`config.mk`:
```
export PLATFORM = sky130hd
export DESIGN_NAME = lenient_utf8_decoder_unit
export DESIGN_NICKNAME = d
export VERILOG_FILES = /design/src/sv/lud_pkg.sv /design/src/sv/lenient_utf8_decoder_unit.sv /design/src/sv/lud_front.sv /design/src/sv/lud_queue.sv /design/src/sv/lud_back.sv
export SDC_FILE = /design/constraint.sdc
export NUM_CORES = 1
export LEC_CHECK = 0
export ABC_AREA = 1
export BUFFER_PORTS_ARGS = -buffer_cell sky130_fd_sc_hd__buf_2
export CELL_PAD_IN_SITES_DETAIL_PLACEMENT = 1
export CELL_PAD_IN_SITES_GLOBAL_PLACEMENT = 1
export CORE_MARGIN = 2
export CORE_UTILIZATION = 30
export DETAILED_ROUTE_END_ITERATION = 6
export PLACE_DENSITY_LB_ADDON = 0.1
export SLEW_MARGIN = 25
export SYNTH_ARGS = -nofsm -noshare
export SYNTH_HDL_FRONTEND = slang
export SYNTH_SLANG_ARGS = --single-unit
```
`constraint.sdc`:
```
create_clock -name clk -period 30.5 [get_ports clk]
set_input_delay 1.525 -clock clk [delete_from_list [all_inputs] [get_ports clk]]
set_output_delay 1.525 -clock clk [all_outputs]
set_load 0.03 [all_outputs]
```
`src/sv/lud_pkg.sv`:
```
// shared types, constants and helpers for the lenient utf-8 decoder
package lud_pkg;

    localparam int DEFAULT_OFFSET_WIDTH = 24;
    localparam int CP_W                 = 21;
    localparam int OUT_W                = 24;
    localparam int MAX_UNITS            = 4;
    localparam int COUNT_W              = $clog2(MAX_UNITS + 1);
    localparam int SLOT_IDX_W           = $clog2(MAX_UNITS);
    localparam int QUEUE_DEPTH          = 2;
    localparam int QPTR_W               = $clog2(QUEUE_DEPTH);
    localparam int QCOUNT_W             = $clog2(QUEUE_DEPTH + 1);

    localparam logic [7:0] LEAD2_MASK = 8'he0;
    localparam logic [7:0] LEAD2_CODE = 8'hc0;
    localparam logic [7:0] LEAD3_MASK = 8'hf0;
    localparam logic [7:0] LEAD3_CODE = 8'he0;
    localparam logic [7:0] LEAD4_MASK = 8'hf8;
    localparam logic [7:0] LEAD4_CODE = 8'hf0;
    localparam logic [7:0] CONT_MASK  = 8'hc0;
    localparam logic [7:0] CONT_CODE  = 8'h80;

    localparam logic [2:0] LEN_1 = 3'd1;
    localparam logic [2:0] LEN_2 = 3'd2;
    localparam logic [2:0] LEN_3 = 3'd3;
    localparam logic [2:0] LEN_4 = 3'd4;

    typedef struct packed {
        logic [CP_W-1:0]  cp;
        logic [OUT_W-1:0] off;
        logic [OUT_W-1:0] idx;
    } slot_t;

    typedef struct packed {
        logic [COUNT_W-1:0]          count;
        slot_t [MAX_UNITS-1:0]       slots;
    } bundle_t;

    function automatic logic [2:0] lead_length(input logic [7:0] b);
        logic [2:0] len;
        if ((b & LEAD2_MASK) == LEAD2_CODE)
            len = LEN_2;
        else if ((b & LEAD3_MASK) == LEAD3_CODE)
            len = LEN_3;
        else if ((b & LEAD4_MASK) == LEAD4_CODE)
            len = LEN_4;
        else
            len = LEN_1;
        return len;
    endfunction

endpackage

```
`src/sv/lenient_utf8_decoder_unit.sv`:
```
// top level of the lenient utf-8 decoder
// Takes one text byte per cycle (push while full is low) and returns decoded code points,
// each with the offset of its first byte and its running unit index, at one result per
// cycle (pop while empty is low). The results of a byte are written as one bundle into the
// bundle queue, whose head feeds the output. A byte normally causes zero or one result; a broken or cut-off
// sequence releases its lead and buffered bytes raw, up to four results for one byte,
// and those leave through the output serializer one per cycle, so the input sees full
// while they drain once the two-entry bundle queue between the decode stage and the
// serializer has filled. run_end marks the last result caused by an input byte.
// Counters and any open sequence clear after a byte flagged final_byte.
module lenient_utf8_decoder_unit #(
    parameter int OFFSET_WIDTH = lud_pkg::DEFAULT_OFFSET_WIDTH
) (
    input  logic                        clk,
    input  logic                        rst_n,
    input  logic                        push,
    output logic                        full,
    input  logic [7:0]                  in_byte,
    input  logic                        final_byte,
    output logic                        empty,
    input  logic                        pop,
    output logic [lud_pkg::CP_W-1:0]    code_point,
    output logic [lud_pkg::OUT_W-1:0]   byte_offset,
    output logic [lud_pkg::OUT_W-1:0]   char_index,
    output logic                        run_end
);
    import lud_pkg::*;

    bundle_t front_bundle, head_bundle;
    logic    front_push, q_full, q_empty, q_pop, accept;

    assign full   = q_full;
    assign empty  = q_empty;
    assign accept = push && !q_full;

    lud_front #(
        .OFFSET_WIDTH (OFFSET_WIDTH)
    ) u_front (
        .clk         (clk),
        .rst_n       (rst_n),
        .accept      (accept),
        .in_byte     (in_byte),
        .final_byte  (final_byte),
        .bundle_push (front_push),
        .bundle      (front_bundle)
    );

    lud_queue u_queue (
        .clk     (clk),
        .rst_n   (rst_n),
        .wr_en   (front_push),
        .wr_data (front_bundle),
        .full    (q_full),
        .rd_en   (q_pop),
        .rd_data (head_bundle),
        .empty   (q_empty)
    );

    lud_back u_back (
        .clk         (clk),
        .rst_n       (rst_n),
        .head        (head_bundle),
        .q_empty     (q_empty),
        .q_pop       (q_pop),
        .pop         (pop),
        .code_point  (code_point),
        .byte_offset (byte_offset),
        .char_index  (char_index),
        .run_end     (run_end)
    );

endmodule

```
`src/sv/lud_front.sv`:
```
// decode stage: classifies each byte, tracks the open sequence, builds result bundles
module lud_front #(
    parameter int OFFSET_WIDTH = lud_pkg::DEFAULT_OFFSET_WIDTH
) (
    input  logic             clk,
    input  logic             rst_n,
    input  logic             accept,
    input  logic [7:0]       in_byte,
    input  logic             final_byte,
    output logic             bundle_push,
    output lud_pkg::bundle_t bundle
);
    import lud_pkg::*;

    localparam int EXT_W = (OFFSET_WIDTH > OUT_W) ? OFFSET_WIDTH : OUT_W;

    logic [OFFSET_WIDTH-1:0] byte_count_reg, byte_count_next;
    logic [OFFSET_WIDTH-1:0] unit_count_reg, unit_count_next;
    logic [OFFSET_WIDTH-1:0] lead_offset_reg, lead_offset_next;
    logic [7:0]              pending_lead_reg, pending_lead_next;
    logic [2:0]              expected_len_reg, expected_len_next;
    logic [2:0]              received_len_reg, received_len_next;
    logic [7:0]              conts_mem [2];

    logic               is_cont, is_lead, pending, complete, flush;
    logic               store_cont, fresh, start, tail_valid, cont_sel;
    logic [2:0]         len;
    logic [1:0]         flush_n;
    logic [CP_W-1:0]    decoded, tail_cp;
    logic [OFFSET_WIDTH-1:0] tail_off;
    logic [COUNT_W-1:0] count;

    assign is_cont    = (in_byte & CONT_MASK) == CONT_CODE;
    assign len        = lead_length(in_byte);
    assign is_lead    = len != LEN_1;
    assign pending    = expected_len_reg != 3'd0;
    assign complete   = pending && is_cont
                        && (({1'b0, received_len_reg} + 4'd1) >= {1'b0, expected_len_reg});
    assign flush      = pending && (!is_cont || (!complete && final_byte));
    assign store_cont = pending && is_cont && !complete && !final_byte;
    assign fresh      = !pending || !is_cont;
    assign start      = fresh && is_lead && !final_byte;
    assign tail_valid = complete || (flush && is_cont) || (fresh && !start);
    assign flush_n    = flush ? received_len_reg[1:0] : 2'd0;
    assign count      = COUNT_W'(flush_n) + COUNT_W'(tail_valid);
    assign cont_sel   = ~received_len_reg[0];

    always_comb
    begin
        case (expected_len_reg)
            LEN_2:   decoded = CP_W'({pending_lead_reg[4:0], in_byte[5:0]});
            LEN_3:   decoded = CP_W'({pending_lead_reg[3:0], conts_mem[0][5:0],
                                      in_byte[5:0]});
            LEN_4:   decoded = CP_W'({pending_lead_reg[2:0], conts_mem[0][5:0],
                                      conts_mem[1][5:0], in_byte[5:0]});
            default: decoded = CP_W'(in_byte);
        endcase
    end

    assign tail_cp  = complete ? decoded : CP_W'(in_byte);
    assign tail_off = complete ? lead_offset_reg : byte_count_reg;

    always_comb
    begin
        logic [OFFSET_WIDTH-1:0] off_w;
        logic [OFFSET_WIDTH-1:0] idx_w;
        logic [EXT_W-1:0]        off_x;
        logic [EXT_W-1:0]        idx_x;
        bundle.count = count;
        for (int i = 0; i < MAX_UNITS; i++)
        begin
            idx_w = unit_count_reg + OFFSET_WIDTH'(i);
            if (i < 3 && SLOT_IDX_W'(i) < SLOT_IDX_W'(flush_n))
            begin
                off_w = lead_offset_reg + OFFSET_WIDTH'(i);
                if (i == 0)
                    bundle.slots[i].cp = CP_W'(pending_lead_reg);
                else
                    bundle.slots[i].cp = CP_W'(conts_mem[1'(i - 1)]);
            end
            else
            begin
                off_w = tail_off;
                bundle.slots[i].cp = tail_cp;
            end
            off_x = EXT_W'(off_w);
            idx_x = EXT_W'(idx_w);
            bundle.slots[i].off = off_x[OUT_W-1:0];
            bundle.slots[i].idx = idx_x[OUT_W-1:0];
        end
    end

    assign bundle_push = accept && (count != '0);

    always_comb
    begin
        byte_count_next   = byte_count_reg;
        unit_count_next   = unit_count_reg;
        lead_offset_next  = lead_offset_reg;
        pending_lead_next = pending_lead_reg;
        expected_len_next = expected_len_reg;
        received_len_next = received_len_reg;
        if (accept)
        begin
            byte_count_next = byte_count_reg + OFFSET_WIDTH'(1);
            unit_count_next = unit_count_reg + OFFSET_WIDTH'(count);
            if (store_cont)
                received_len_next = received_len_reg + 3'd1;
            if (complete || flush)
            begin
                expected_len_next = 3'd0;
                received_len_next = 3'd0;
            end
            if (start)
            begin
                pending_lead_next = in_byte;
                expected_len_next = len;
                received_len_next = 3'd1;
                lead_offset_next  = byte_count_reg;
            end
            if (final_byte)
            begin
                expected_len_next = 3'd0;
                received_len_next = 3'd0;
                byte_count_next   = '0;
                unit_count_next   = '0;
            end
        end
    end

    always_ff @(posedge clk or negedge rst_n)
    begin
        if (!rst_n)
        begin
            byte_count_reg   <= '0;
            unit_count_reg   <= '0;
            lead_offset_reg  <= '0;
            pending_lead_reg <= '0;
            expected_len_reg <= '0;
            received_len_reg <= '0;
        end
        else
        begin
            byte_count_reg   <= byte_count_next;
            unit_count_reg   <= unit_count_next;
            lead_offset_reg  <= lead_offset_next;
            pending_lead_reg <= pending_lead_next;
            expected_len_reg <= expected_len_next;
            received_len_reg <= received_len_next;
        end
    end

    always_ff @(posedge clk)
    begin
        if (accept && store_cont)
            conts_mem[cont_sel] <= in_byte;
    end

endmodule

```
`src/sv/lud_queue.sv`:
```
// small bundle queue between the decode stage and the output serializer
module lud_queue (
    input  logic             clk,
    input  logic             rst_n,
    input  logic             wr_en,
    input  lud_pkg::bundle_t wr_data,
    output logic             full,
    input  logic             rd_en,
    output lud_pkg::bundle_t rd_data,
    output logic             empty
);
    import lud_pkg::*;

    bundle_t              entries [QUEUE_DEPTH];
    logic [QPTR_W-1:0]    wr_ptr_reg, wr_ptr_next;
    logic [QPTR_W-1:0]    rd_ptr_reg, rd_ptr_next;
    logic [QCOUNT_W-1:0]  count_reg, count_next;
    logic                 do_wr, do_rd;

    assign full    = count_reg == QCOUNT_W'(QUEUE_DEPTH);
    assign empty   = count_reg == '0;
    assign do_wr   = wr_en && !full;
    assign do_rd   = rd_en && !empty;
    assign rd_data = entries[rd_ptr_reg];

    always_comb
    begin
        wr_ptr_next = wr_ptr_reg;
        rd_ptr_next = rd_ptr_reg;
        count_next  = count_reg;
        if (do_wr)
            wr_ptr_next = (wr_ptr_reg == QPTR_W'(QUEUE_DEPTH - 1)) ? '0
                                                                   : wr_ptr_reg + QPTR_W'(1);
        if (do_rd)
            rd_ptr_next = (rd_ptr_reg == QPTR_W'(QUEUE_DEPTH - 1)) ? '0
                                                                   : rd_ptr_reg + QPTR_W'(1);
        if (do_wr && !do_rd)
            count_next = count_reg + QCOUNT_W'(1);
        else if (do_rd && !do_wr)
            count_next = count_reg - QCOUNT_W'(1);
    end

    always_ff @(posedge clk or negedge rst_n)
    begin
        if (!rst_n)
        begin
            wr_ptr_reg <= '0;
            rd_ptr_reg <= '0;
            count_reg  <= '0;
        end
        else
        begin
            wr_ptr_reg <= wr_ptr_next;
            rd_ptr_reg <= rd_ptr_next;
            count_reg  <= count_next;
        end
    end

    always_ff @(posedge clk)
    begin
        if (do_wr)
            entries[wr_ptr_reg] <= wr_data;
    end

endmodule

```
`src/sv/lud_back.sv`:
```
// output serializer: hands out the units of the head bundle one transaction at a time
module lud_back (
    input  logic                        clk,
    input  logic                        rst_n,
    input  lud_pkg::bundle_t            head,
    input  logic                        q_empty,
    output logic                        q_pop,
    input  logic                        pop,
    output logic [lud_pkg::CP_W-1:0]    code_point,
    output logic [lud_pkg::OUT_W-1:0]   byte_offset,
    output logic [lud_pkg::OUT_W-1:0]   char_index,
    output logic                        run_end
);
    import lud_pkg::*;

    logic [SLOT_IDX_W-1:0] sel_reg, sel_next;
    logic                  last, take;

    assign last  = COUNT_W'(sel_reg) == (head.count - COUNT_W'(1));
    assign take  = pop && !q_empty;
    assign q_pop = take && last;

    assign code_point  = head.slots[sel_reg].cp;
    assign byte_offset = head.slots[sel_reg].off;
    assign char_index  = head.slots[sel_reg].idx;
    assign run_end     = last;

    always_comb
    begin
        sel_next = sel_reg;
        if (take)
            sel_next = last ? '0 : sel_reg + SLOT_IDX_W'(1);
    end

    always_ff @(posedge clk or negedge rst_n)
    begin
        if (!rst_n)
            sel_reg <= '0;
        else
            sel_reg <= sel_next;
    end

endmodule

```
# Yosys cells after proc, flatten, opt, wreduce, memory -nomap -nowiden
# Memories as Yosys holds them, arrays and structs flattened.
# Cells that the tools add are included.
totals:
  ff_bits: 92
  ramBits: 574
  in_bits: 13
  output_inout_bits: 72
  wordCells: 119
  n_memories: 2
memory_table:
  columns: ["memory", "depth", "word_bits", "read_ports", "rd_ports_with_merged_regs", "write_ports", "line", "source"]
  rows:
  - ["u_queue.entries", 2, 279, 1, 0, 1, "lud_queue.sv:14", "bundle_t entries [QUEUE_DEPTH];"]
  - ["u_front.conts_mem", 2, 8, 2, 0, 1, "lud_front.sv:23", "logic [7:0] conts_mem [2];"]
op_classes:
  add_sub_neg: 16
  n_lt_le_gt_ge: 5
  eq_ne: 10
  muxes: 33
  n_bitwise: 1
  n_reduce_logical: 42
op_table:
  columns: ["cell", "count"]
  rows:
  - ["$mux 24", 6]
  - ["$bmux 69 s2", 1]
  - ["$mux 21", 4]
  - ["$add 24x1->24 const B", 3]
  - ["$add 24x2->24 const B", 3]
  - ["$mux 69", 1]
  - ["$pmux 21 s3", 1]
  - ["$mux 3", 10]
  - ["$add 24x3->24", 1]
  - ["$logic_and 1x1->1", 19]
  - ["$logic_not 1->1", 9]
  - ["$reduce_bool 3->1", 3]
  - ["$mux 2", 4]
  - ["$eq 3x2->1 const B", 2]
  - ["$eq 3x3->1 const B", 2]
  - ["$mux 1", 6]
  - ["$reduce_and 2->1", 3]
  - ["$eq 5x5->1 const B", 1]
  - ["$logic_or 1x1->1", 5]
  - ["$add 2x1->2 const B", 2]
  - ["$add 3x1->4 const B", 1]
  - ["$eq 2x2->1 const B", 2]
  - ["$eq 4x4->1 const B", 1]
  - ["$ge 4x3->1", 1]
  - ["other kinds (14)", 16]

# Logic depth before layout (Yosys ltp)
# Gate-level depths: netlist of run 1.
logic_depth:
  ltp_word: 18
  mapped_depth: 23
  depth_no_buf: 23

# Cells and area by module
# From an unflattened synthesis of run 1, not the netlist that was laid out.
hier_totals:
  hier_cells: 3216
  hier_area_um2: 31261.2
by_module_without_submodules:
  columns: ["module", "instances", "cells_each", "area_each_um2", "seq_area_each_um2"]
  rows:
  - ["lud_queue", 1, 1488, 20420.8, 16856.2]
  - ["lud_front", 1, 1303, 8717.1, 2632.5]
  - ["lud_back", 1, 423, 2113.3, 50.0]
  - ["lenient_utf8_decoder_unit", 1, 2, 10.0, 0.0]

# Least setup slack after synthesis of run 1
# OpenSTA, ideal clock, no wires.
synth_path:
  path_type: "input-to-reg"
  start: "input port in_byte[6]"
  end: "memory u_queue.entries[0][100] in the netlist's numbering, enable pin"
  setup_ns: 0.919
  arrival_time_ns: 14.279
  t_required_ns: 29.581
  path_slack_ns: 15.302
  path_stages: 13
  n_path_buf: 0
  cell_sequence: "inv_1 nand2_1 a21oi_1 nand2_4 inv_2 nor2_4 nand2_1 inv_1 ha_1 inv_1 nand3_1 nand2_2 nor2_1"
synth_lines:
  columns: ["element", "line", "source"]
  rows:
  - ["from (decl)", "lenient_utf8_decoder_unit.sv:18", "input logic [7:0] in_byte,"]
  - ["to (decl)", "lud_queue.sv:14", null]

# Worst setup path after layout of run 1
layout_path:
  start: "register u_back.sel_reg[0]"
  end: "output port byte_offset[0] in the netlist's numbering"
layout_via:
  elab_chain_cells: 2
layout_rtl:
  columns: ["element", "line", "source"]
  rows:
  - ["from (decl)", "lud_back.sv:16", "logic [SLOT_IDX_W-1:0] sel_reg, sel_next;"]
  - ["from (signal assigned)", "lud_back.sv:40", "sel_reg <= sel_next;"]
  - ["$bmux 69 s2", "lud_back.sv:24", "assign byte_offset = head.slots[sel_reg].off;"]
  - ["$mux 69", null, null]
  - ["to (decl)", "lenient_utf8_decoder_unit.sv:23", "output logic [lud_pkg::OUT_W-1:0] byte_offset,"]
# Every way passes these cells. The select of a mux whose other input is x is not followed.

==> results.sh, run 1 <==
export IMPL_slew_margin_rel_pct=27.83
export IMPL_path_cells="buf_4 > buf_4 > o21ai_0 > o22ai_1 > nor2_1 > a31oi_1 > buf_2"
export IMPL_sw_frac_of_total_pct=40.09
export IMPL_power_frac_seq_pct=38.1
export IMPL_cts_repair_timing_setup_buffer_count=0
export IMPL_fin_tns_setup_ns=0
export IMPL_dominantRegCellSynth="edfxtp_1"
export IMPL_portion_of_the_post_synthesis_area_used_by_sequential_elements_pct=64.58
export IMPL_setup_viol=0
export IMPL_grt_setup_unrepaired="false"
export IMPL_via_count=21305
export IMPL_first_iter_violations=1250
export IMPL_post_synth_cell_area_avg_um2=10.40
export IMPL_detail_route_drc_violations=0
export IMPL_syn_nets=2920
export IMPL_drt_first_pass_iters=5
export IMPL_global_route_wire_length_before_repair_um=140700
export IMPL_synthesized_area_fraction_occupied_by_and_or_nand_nor_cells_pct=14.93
export IMPL_fin_worst_skew_ns=0.02578
export IMPL_critical_path_most_common_cell="buf_4"
export IMPL_ir_worst_vdd_uv=93.24
export IMPL_synthesis_area_mm2=0.03007
export IMPL_most_common_layout_cells="598 x nor2_1, 570 x edfxtp_1, 402 x o21ai_0, 348 x nand2_1, 165 x inv_1"
export IMPL_drive_gt1_share_pct=9.201
export IMPL_ff_latch_area_mm2=0.01943
export IMPL_globalplace_congestion=0.7998
export IMPL_grt_pass1_vias=22620
export IMPL_netlist_top_cell_by_area="edfxtp_1"
export IMPL_postRouteWirelength_um=91650
export IMPL_synth_edff_count=570
export IMPL_core_mm2=0.09971
export IMPL_start_util_pct=30.15
export IMPL_timing_critical_path_fanout_max=60
export IMPL_viasPerCell=4.980
export IMPL_wire_per_inst_um=21.42
export IMPL_timing_critical_path_slowest_stage_cell="buf_4"
export IMPL_drv_slew=0
export IMPL_cts_hold_buffers_added=0
export IMPL_total_switching_power_mw=1.401
export IMPL_synthToLayoutAreaGrowth_pct=13.82
export IMPL_post_layout_total_power_mw=3.494
export IMPL_cts_buffers=78
export IMPL_layout_filler_cells=10963
export IMPL_rows=116
export IMPL_top_register="u_queue.entries"
export IMPL_post_route_period_util_pct=17.90
export IMPL_synth_adder_area_share_pct=0.7324
export IMPL_crit_path_max_incr_delay_ns=0.77
export IMPL_hold_path_class="flip-flop to flip-flop"
export IMPL_power_density_cell_area_mw_per_mm2=102.1
export IMPL_worstMarginPinSlew_ns=1.082
export IMPL_grt_ovfl_total=0
export IMPL_yosys_warnings=0
export IMPL_ys_top_cells_by_area="edfxtp_1 57%, dfrtp_1 7.7%, nor2_1 7.5%"
export IMPL_post_cts_resized_instances=0
export IMPL_p_leak_nw=12.18
export IMPL_period_minus_slack_ns=5.460
export IMPL_boundaryPins=85
export IMPL_die_w_um=320.6
export IMPL_synth_top_family_by_area="simple AND/OR/NAND/NOR gates"
export IMPL_tritoncts="built"
export IMPL_postSynthRegisterBits=662
export IMPL_setup_worst_path_class="flip-flop to output port"
export IMPL_synthesis_instances=2890
export IMPL_yosys_cell_types_count=52
export IMPL_detail_route_antenna_nets=0
export IMPL_grt_usage_pct=17.87
export IMPL_synth_compound_area_share_pct=12.28
export IMPL_cts_clk_slew_worst_paths_ns=0.06
export IMPL_power_report_internal_total_mw=2.093
export IMPL_synth_xor_xnor_area_share_pct=2.880
export IMPL_crit_path_start_kind="flip-flop"
export IMPL_proportion_of_power_drawn_by_the_clock_network_pct=26.3
export IMPL_maximum_number_of_pins_on_one_net_before_global_route_repair=185
export IMPL_fmax_ghz=0.1832
export IMPL_status="finished, final reports clean"
export IMPL_count_of_endpoints_failing_hold_in_the_final_timing_report=0
export IMPL_largest_register_ffs=554
export IMPL_clock_latency_of_the_later_clocked_register_in_the_worst_skew_pair_ns=0.63
export IMPL_synth_async_sr_flop_share_pct=13.90
export IMPL_crit_required_ns=28.98
export IMPL_die_height_um=320.6
export IMPL_dp_final_hpwl_um=56040
export IMPL_total_area_of_multi_input_combinational_cells_mm2=0.009311
export IMPL_yosys_mux_area_fraction_pct=0.06658
export IMPL_max_cap_violations=0
export IMPL_layout_cells_most_common="nor2_1"
export IMPL_die_area_mm2=0.1028
export IMPL_max_clock_path_buffers=3
export IMPL_cts_root_buffer="clkbuf_16"
export IMPL_clkSinkCount=662
export IMPL_timing_critical_path_to_type="output port"
export IMPL_layout_nets=2948
export IMPL_synth_top_area_share_pct=56.93
export IMPL_antenna_found_initial=3
export IMPL_worst_ep_arrival_time_ns=3.93
export IMPL_portBuffers=84
export IMPL_h_tree_depth=3
export IMPL_combPwrFrac_pct=35.6
## power groups by stage
stage | clock, mW | sequential [mW] | combinational (mW)
2_1_floorplan | 0 | 1.37 | 0.849
6_report | 0.919 | 1.33 | 1.24
3_5_place_dp | 0 | 1.35 | 1.28
3_3_place_gp | 0 | 1.34 | 1.26
5_1_grt | 0.982 | 1.35 | 1.38
4_1_cts | 0.950 | 1.34 | 1.28
## path summary, 6_finish.rpt
check                           cells past startpoint                                 endpoint  slack, ns                               startpoint
max in group asynchronous                           2  u_front.lead_offset_reg[16]$_DFFE_PN0P_      28.31                                    rst_n
min in group asynchronous                           1   u_front.unit_count_reg[15]$_DFFE_PN0P_       0.96                                    rst_n
worst max register to register                     19         u_queue.entries[1][24]$_DFFE_PP_      25.11  u_front.received_len_reg[0]$_DFFE_PN0P_
worst min-delay path                                2  u_front.pending_lead_reg[7]$_DFFE_PN0P_       0.46  u_front.pending_lead_reg[7]$_DFFE_PN0P_
worst min register to register                      2  u_front.pending_lead_reg[7]$_DFFE_PN0P_       0.46  u_front.pending_lead_reg[7]$_DFFE_PN0P_
worst max-delay path                                7                           byte_offset[0]      25.04            u_back.sel_reg[0]$_DFFE_PN0P_
## cells by family after synthesis
logic type | after synthesis
buffers and inverters | 339
AOI/OAI and AO/OA | 681
xor gates and xnor gates | 98
DFF | 662
and+or+nand+nor | 1091
adders and majority gates | 17
muxes | 2
## metrics by stage
stage               utilization [%]  instance area (um2)  std cells  hold WS (ns)  worst slack [ns]
finish                        34.32                34220       4278        0.4562             25.04
global route                  34.32                34220       4276        0.4866             24.65
CTS                           34.29                34200       4275        0.4607             24.92
detailed placement            31.80                31710       4135        0.4456             24.50
global placement              31.80                31710       4135        0.4453             24.55
floorplan                         -                30070       2890        0.4227             15.30
## cell type report
class	count	share of cell area [%]
sequential	662	56.76
clock buffer	103	6.252
tap	1298	4.745
clock inverter	37	1.016
timing repair buffer	111	2.022
antenna	2	0.01462
inverter	176	1.981
multi-input combinational	1889	27.21
## cells in the mapped netlist (all sizes together), types with 2 or more instances
cell type	n
inv	175
dfrtp	92
nor2	615
nor4	12
nand3	33
nor3	49
edfxtp	570
buf	58
a21oi	62
o211ai	3
ha	16
a31oi	76
clkbuf	105
nor3b	3
nand4	19
o22ai	71
xor2	91
o21a	20
o21ai	441
xnor2	7
a221oi	4
mux2i	2
nand2	358
## worst max-delay path, delay by kind of cell, from the launching register on
family	cells	cell delay, ns
buf+inv	3	1.55
simple gates	1	0.07
flops	1	0.68
compound gates	3	0.96
## per-layer routing
| metal | share of wire, % | routed length [um] | GRT usage, % |
|---|---|---|---|
| met3 | 3.4 | 3148 | 2.519 |
| met2 | 48 | 44130 | 30.11 |
| met5 | 0 | 0 | 0 |
| met1 | 46 | 42610 | 24.12 |
| met4 | 1.9 | 1760 | 4.622 |
Note: power is estimated with default switching activity, not from simulation.
==> run 2, diff against run 1 <==
Settings changed: ABC_AREA 1 to 0.
Clock period 30.5 ns to 5.6 ns, I/O delays scaled along.
==> run 2 against run 1 <==
Sequential power grew to 5.5 times the previous value. Via count is 22% lower. Clock skew is 0.0090 ns higher. Clock power grew to 5.1 times the previous value. Wire length is 16% lower. Total power grew to 5.1 times the previous value. Utilization is 0.61 points higher. Combinational power grew to 4.7 times the previous value. Critical path depth is 8 higher. Register-to-register slack worse by 24 ns. Area after synthesis is 2.0% lower. Non-clock buffer count is 12 higher.
==> results.sh, run 2 <==
export IMPL_status="finished, final reports clean"
export IMPL_ys_top_cells_by_area="edfxtp_1 58%, mux4_2 10%, dfrtp_1 7.8%"
export IMPL_detail_route_antenna_nets=0
export IMPL_synthesis_instances=1924
export IMPL_cts_buffers=78
export IMPL_tritoncts="built"
export IMPL_grt_ovfl_total=0
export IMPL_global_route_wire_length_before_repair_um=117400
export IMPL_drt_first_pass_iters=5
export IMPL_hold_path_class="input pin to flip-flop"
export IMPL_setup_viol=0
export IMPL_fin_tns_setup_ns=0
export IMPL_post_synth_cell_area_avg_um2=15.31
export IMPL_route_met2_wl_um=37500
export IMPL_globalplace_congestion=0.7489
export IMPL_timing_critical_path_to_type="flip-flop"
export IMPL_drive_gt1_share_pct=23.96
export IMPL_die_w_um=317.4
export IMPL_detail_route_drc_violations=0
export IMPL_yosys_top_cells_count="570 x edfxtp_1, 172 x nor2_1, 137 x mux4_2"
export IMPL_grt_usage_pct=15.52
export IMPL_cts_clk_slew_worst_paths_ns=0.06
export IMPL_postRouteWirelength_um=76710
export IMPL_maximum_number_of_pins_on_one_net_before_global_route_repair=123
export IMPL_power_report_internal_total_mw=11.80
export IMPL_crit_path_start_kind="flip-flop"
export IMPL_die_area_mm2=0.1007
export IMPL_syn_nets=1954
export IMPL_first_iter_violations=867
export IMPL_min_delay_path_depth=2
export IMPL_fin_worst_skew_ns=0.03477
export IMPL_setup_worst_path_class="flip-flop to flip-flop"
export IMPL_largest_register_ffs=554
export IMPL_power_frac_seq_pct=40.9
export IMPL_layout_nets=2030
export IMPL_wire_per_inst_um=23.01
export IMPL_post_route_period_util_pct=80.60
export IMPL_yosysMostFrequentCell="edfxtp_1"
export IMPL_crit_required_ns=6.14
export IMPL_finish_utilization_pct=34.93
export IMPL_antenna_found_initial=3
export IMPL_core_mm2=0.09699
export IMPL_cts_root_buffer="clkbuf_16"
export IMPL_fmax_ghz=0.2216
export IMPL_met3WireLength_um=2597
export IMPL_combPwrFrac_pct=32.5
export IMPL_portBuffers=84
export IMPL_via_count=16551
export IMPL_synth_edff_count=570
export IMPL_portion_of_the_post_synthesis_area_used_by_sequential_elements_pct=65.92
export IMPL_drv_slew=0
export IMPL_r2r_cells=15
export IMPL_max_clock_path_buffers=3
export IMPL_layout_cells_most_common="edfxtp_1"
export IMPL_timing_critical_path_fanout_max=10
export IMPL_worstMarginPinSlew_ns=0.9689
export IMPL_p_leak_nw=12.15
export IMPL_grt_setup_unrepaired="false"
export IMPL_dominantRegCellSynth="edfxtp_1"
export IMPL_rows=114
export IMPL_count_of_endpoints_failing_hold_in_the_final_timing_report=0
export IMPL_sw_frac_of_total_pct=33.81
export IMPL_synthesis_area_mm2=0.02946
export IMPL_synthToLayoutAreaGrowth_pct=15.01
export IMPL_netlist_top_cell_by_area="edfxtp_1"
export IMPL_boundaryPins=85
export IMPL_period_minus_slack_ns=4.514
export IMPL_dp_final_hpwl_um=47980
export IMPL_layout_filler_cells=9888
export IMPL_h_tree_depth=3
export IMPL_synth_async_sr_flop_share_pct=13.90
export IMPL_postSynthRegisterBits=662
export IMPL_highest_signal_layer="met5"
export IMPL_max_cap_violations=0
export IMPL_worst_ep_arrival_time_ns=5.05
export IMPL_viasPerCell=4.964
export IMPL_num_antenna_cells=0
export IMPL_start_util_pct=30.37
export IMPL_total_switching_power_mw=6.026
export IMPL_die_height_um=317.4
export IMPL_grt_pass1_vias=18246
export IMPL_yosys_warnings=0
export IMPL_yosys_cell_types_count=64
export IMPL_proportion_of_power_drawn_by_the_clock_network_pct=26.6
export IMPL_post_place_cells=3187
export IMPL_synth_top_area_share_pct=58.10
export IMPL_ir_worst_vdd_uv=465.9
export IMPL_finish_cell_count_without_fillers=3334
export IMPL_clock_latency_of_the_later_clocked_register_in_the_worst_skew_pair_ns=0.64
export IMPL_slew_margin_rel_pct=35.40
export IMPL_top_register="u_queue.entries"
export IMPL_power_density_cell_area_mw_per_mm2=526.1
export IMPL_wl_met1_um=35380
export IMPL_clkSinkCount=662
export IMPL_most_common_layout_cells="570 x edfxtp_1, 170 x nor2_1, 137 x mux4_2, 126 x nand2_1, 109 x mux2_2"
run 2: path summary, 6_finish.rpt:
path                                                              start                                       to  slack, ns
worst max register to register  u_front.received_len_reg[1]$_DFFE_PN0P_   u_front.unit_count_reg[16]$_DFFE_PN0P_       1.09
worst max-delay path            u_front.received_len_reg[1]$_DFFE_PN0P_   u_front.unit_count_reg[16]$_DFFE_PN0P_       1.09
min in group asynchronous                                         rst_n    u_front.unit_count_reg[6]$_DFFE_PN0P_       0.20
max in group asynchronous                                         rst_n  u_front.received_len_reg[0]$_DFFE_PN0P_       4.09
worst min register to register  u_front.pending_lead_reg[7]$_DFFE_PN0P_  u_front.pending_lead_reg[7]$_DFFE_PN0P_       0.47
worst min-delay path                                         final_byte    u_front.byte_count_reg[4]$_DFFE_PN0P_       0.09
run 2: cell families after synthesis:
group	after synthesis	synth area share [%]
xor gates and xnor gates	133	3.954
and+or+nand+nor	487	7.739
DFF	662	65.92
buffers and inverters	168	2.281
AOI/OAI and AO/OA	175	3.496
muxes	280	15.80
adders and majority gates	19	0.8155
run 2: critical path: stages (launching register included):
cell and delay (ns):
dfrtp_1 0.51, ha_4 0.23, xor2_1 0.14, ha_2 0.33, o21ai_2 0.06, o21a_1 0.25
a311o_1 0.42, xor2_1 0.16, nor2_1 0.32, fa_1 0.36, and2_1 0.18, nand4_1 0.10
a221oi_1 0.33, a41oi_2 0.20, or4b_2 0.71, o21ai_0 0.09
run 2: what timing repair did:
action	CTS	global route
endpoints found under the hold margin	63	0
hold buffers	9	0
buffers inserted	0	0
resized for setup	0	0
run 2: per-stage QoR:
step	area, um2	power [mW]	setup WS [ns]	hold slack, ns
final	33880	17.82	1.086	0.09419
after global routing	33880	18.82	0.8131	0.08131
after CTS	33870	18.27	1.080	0.04802
after detailed placement	31440	13.42	1.125	0.2784
after global placement	31390	13.29	1.010	0.2779
after floorplan	29530	11.50	-1.328	-0.01559
run 2: per-layer routing:
layer,track usage [%],vias up
li1,-,7472
met1,21.37,8747
met2,25.65,248
met3,2.354,82
met4,3.980,2
met5,0,-
run 2: final cells by class:
class                   count  area (um2)  share of cell area [%]
clock buffers             113        2115                   6.241
clock inverters            25       220.2                  0.6500
inverters                  41       153.9                  0.4543
multi-input cells        1094        9500                   28.04
flip-flops and latches    662       19430                   57.35
well taps                1276        1597                   4.712
repair buffers            123       862.1                   2.545
run 2: power groups by stage:
stage                     logic, mW  clock network [mW]  registers [mW]
final                          5.79                4.73            7.30
after global routing           6.30                5.09            7.42
after CTS                      6.03                4.92            7.33
after detailed placement       6.00                   0            7.42
after global placement         5.94                   0            7.35
after floorplan                4.28                   0            7.21
==> run 3, diff against run 2 <==
Clock period 5.6 ns to 4.05 ns, I/O delays scaled along.
==> run 3 against run 2 <==
Utilization increased by 0.73 points. Highest routed layer is now met4. Total power rose by 43%. Non-clock buffer count up 42. Final cell count increased by 1.5%. Sequential power is 38% higher. Maximum frequency up 19%. Clock-buffer cell count fell by 4.
==> results.sh, run 3 (same netlist as run 2, synthesis figures left out) <==
export IMPL_status="finished, final reports clean"
export IMPL_core_mm2=0.09699
export IMPL_post_route_period_util_pct=93.82
export IMPL_grt_setup_unrepaired="false"
export IMPL_drive_gt1_share_pct=26.33
export IMPL_cts_buffers=78
export IMPL_combPwrFrac_pct=32.2
export IMPL_finish_cell_count_without_fillers=3385
export IMPL_power_density_cell_area_mw_per_mm2=739.2
export IMPL_cts_repair_timing_setup_buffer_count=0
export IMPL_portBuffers=84
export IMPL_grt_ovfl_total=0
export IMPL_proportion_of_power_drawn_by_the_clock_network_pct=28.2
export IMPL_die_w_um=317.4
export IMPL_drt_first_pass_iters=5
export IMPL_worstMarginPinSlew_ns=1.019
export IMPL_slew_margin_rel_pct=31.16
export IMPL_dp_final_hpwl_um=50180
export IMPL_layout_cells_most_common="edfxtp_1"
export IMPL_most_common_layout_cells="570 x edfxtp_1, 169 x nor2_1, 137 x mux4_2, 127 x nand2_1, 109 x mux2_2"
export IMPL_grt_pass1_vias=18397
export IMPL_largest_register_ffs=554
export IMPL_post_place_cells=3228
export IMPL_wire_per_inst_um=22.93
export IMPL_die_area_mm2=0.1007
export IMPL_grt_usage_pct=15.69
export IMPL_rows=114
export IMPL_globalplace_congestion=0.7565
export IMPL_setup_viol=0
export IMPL_fin_worst_skew_ns=0.02495
export IMPL_power_frac_seq_pct=39.6
export IMPL_max_clock_path_buffers=3
export IMPL_hold_path_class="input pin to flip-flop"
export IMPL_sw_frac_of_total_pct=33.63
export IMPL_antenna_found_initial=1
export IMPL_setup_worst_path_class="flip-flop to flip-flop"
export IMPL_h_tree_depth=3
export IMPL_timing_critical_path_fanout_max=6
export IMPL_worst_ep_arrival_time_ns=4.37
export IMPL_maximum_number_of_pins_on_one_net_before_global_route_repair=77
export IMPL_cts_clk_slew_worst_paths_ns=0.06
export IMPL_drv_slew=0
export IMPL_cts_root_buffer="clkbuf_16"
export IMPL_die_height_um=317.4
export IMPL_global_route_wire_length_before_repair_um=118500
export IMPL_fin_tns_setup_ns=0
export IMPL_p_leak_nw=12.52
export IMPL_max_cap_violations=0
export IMPL_ir_worst_vdd_uv=404.9
export IMPL_detail_route_antenna_nets=0
export IMPL_via_count=16787
export IMPL_count_of_endpoints_failing_hold_in_the_final_timing_report=0
export IMPL_layout_nets=2072
export IMPL_final_setup_worst_slack_ns=0.2502
export IMPL_crit_required_ns=4.62
export IMPL_start_util_pct=30.37
export IMPL_first_iter_violations=991
export IMPL_pre_cts_setup_slack_ns=0.007301
export IMPL_tritoncts="built"
export IMPL_power_report_internal_total_mw=16.97
export IMPL_boundaryPins=85
export IMPL_clock_latency_of_the_later_clocked_register_in_the_worst_skew_pair_ns=0.65
export IMPL_postRouteWirelength_um=77630
export IMPL_synthToLayoutAreaGrowth_pct=17.40
export IMPL_total_switching_power_mw=8.596
export IMPL_top_register="u_queue.entries"
export IMPL_detail_route_drc_violations=0
export IMPL_timing_critical_path_to_type="flip-flop"
export IMPL_crit_path_start_kind="flip-flop"
export IMPL_fmax_ghz=0.2632
export IMPL_viasPerCell=4.959
export IMPL_period_minus_slack_ns=3.800
export IMPL_clkSinkCount=662
run 3: area by class of cell:
class                   instances  area [um2]
inverters                      41       153.9
diodes                          1       2.502
clock inverters                37       525.5
well taps                    1276        1597
flip-flops and latches        662       19430
repair buffers                165        1269
fillers                      9895       62410
multi-input cells            1094        9488
clock buffers                 109        2118
run 3: power by group through the flow:
stage | Clock (mW) | Combinational (mW) | Sequential, mW
2_1_floorplan | 0 | 5.92 | 9.97
3_3_place_gp | 0 | 8.43 | 10.2
3_5_place_dp | 0 | 8.48 | 10.3
4_1_cts | 7.47 | 8.52 | 10.2
5_1_grt | 7.70 | 8.91 | 10.3
6_report | 7.21 | 8.24 | 10.1
run 3: path summary, 6_finish.rpt:
path                                                          from                                       to  slack, ns  cells past startpoint
min reg2reg                u_front.pending_lead_reg[7]$_DFFE_PN0P_  u_front.pending_lead_reg[7]$_DFFE_PN0P_       0.47                      1
min                                                            pop            u_back.sel_reg[0]$_DFFE_PN0P_       0.07                      3
max                        u_front.received_len_reg[0]$_DFFE_PN0P_   u_front.unit_count_reg[16]$_DFFE_PN0P_       0.25                     17
max in group asynchronous                                    rst_n           u_queue.rd_ptr_reg$_DFFE_PN0P_       2.94                      3
min in group asynchronous                                    rst_n   u_front.unit_count_reg[12]$_DFFE_PN0P_       0.24                      2
max reg2reg                u_front.received_len_reg[0]$_DFFE_PN0P_   u_front.unit_count_reg[16]$_DFFE_PN0P_       0.25                     17
run 3: metal layers:
metal,vias to the layer above,wire [um],track usage (%)
met4,0,1366,3.809
li1,7591,-,-
met5,-,0,0
met2,222,37460,25.69
met1,8889,36410,21.86
met3,85,2389,2.459
run 3: critical path, stage by stage, from the launching register on:
cell and delay (ns):
dfrtp_2 0.42, ha_4 0.16, xor2_1 0.14, ha_2 0.33, o21ai_2 0.06, o21ai_2 0.16
nand2_2 0.08, nand2_2 0.14, nor2_1 0.06, ha_2 0.33, ha_1 0.18, fa_1 0.19
and2_1 0.16, nand4_1 0.12, a221oi_2 0.27, a41oi_2 0.13, or4b_2 0.69, o21ai_0 0.09
run 3: what timing repair did:
item | in CTS | in global routing
hold buffers | 10 | 0
pin swaps | 0 | 0
endpoints found under the hold margin | 108 | 0
gates cloned | 0 | 0
gates resized for setup | 1 | 3
setup endpoints to repair | 3 | 6
run 3: through the flow:
| stage | util, % | instance area, um2 | power (mW) | hold slack [ns] |
|---|---|---|---|---|
| finish | 35.66 | 34580 | 25.57 | 0.07435 |
| global route | 35.65 | 34580 | 26.92 | 0.09061 |
| CTS | 35.64 | 34570 | 26.15 | 0.04012 |
| detailed placement | 32.80 | 31820 | 18.78 | 0.3877 |
| global placement | 32.80 | 31820 | 18.63 | 0.3708 |
| floorplan | - | 29530 | 15.90 | -0.09309 |
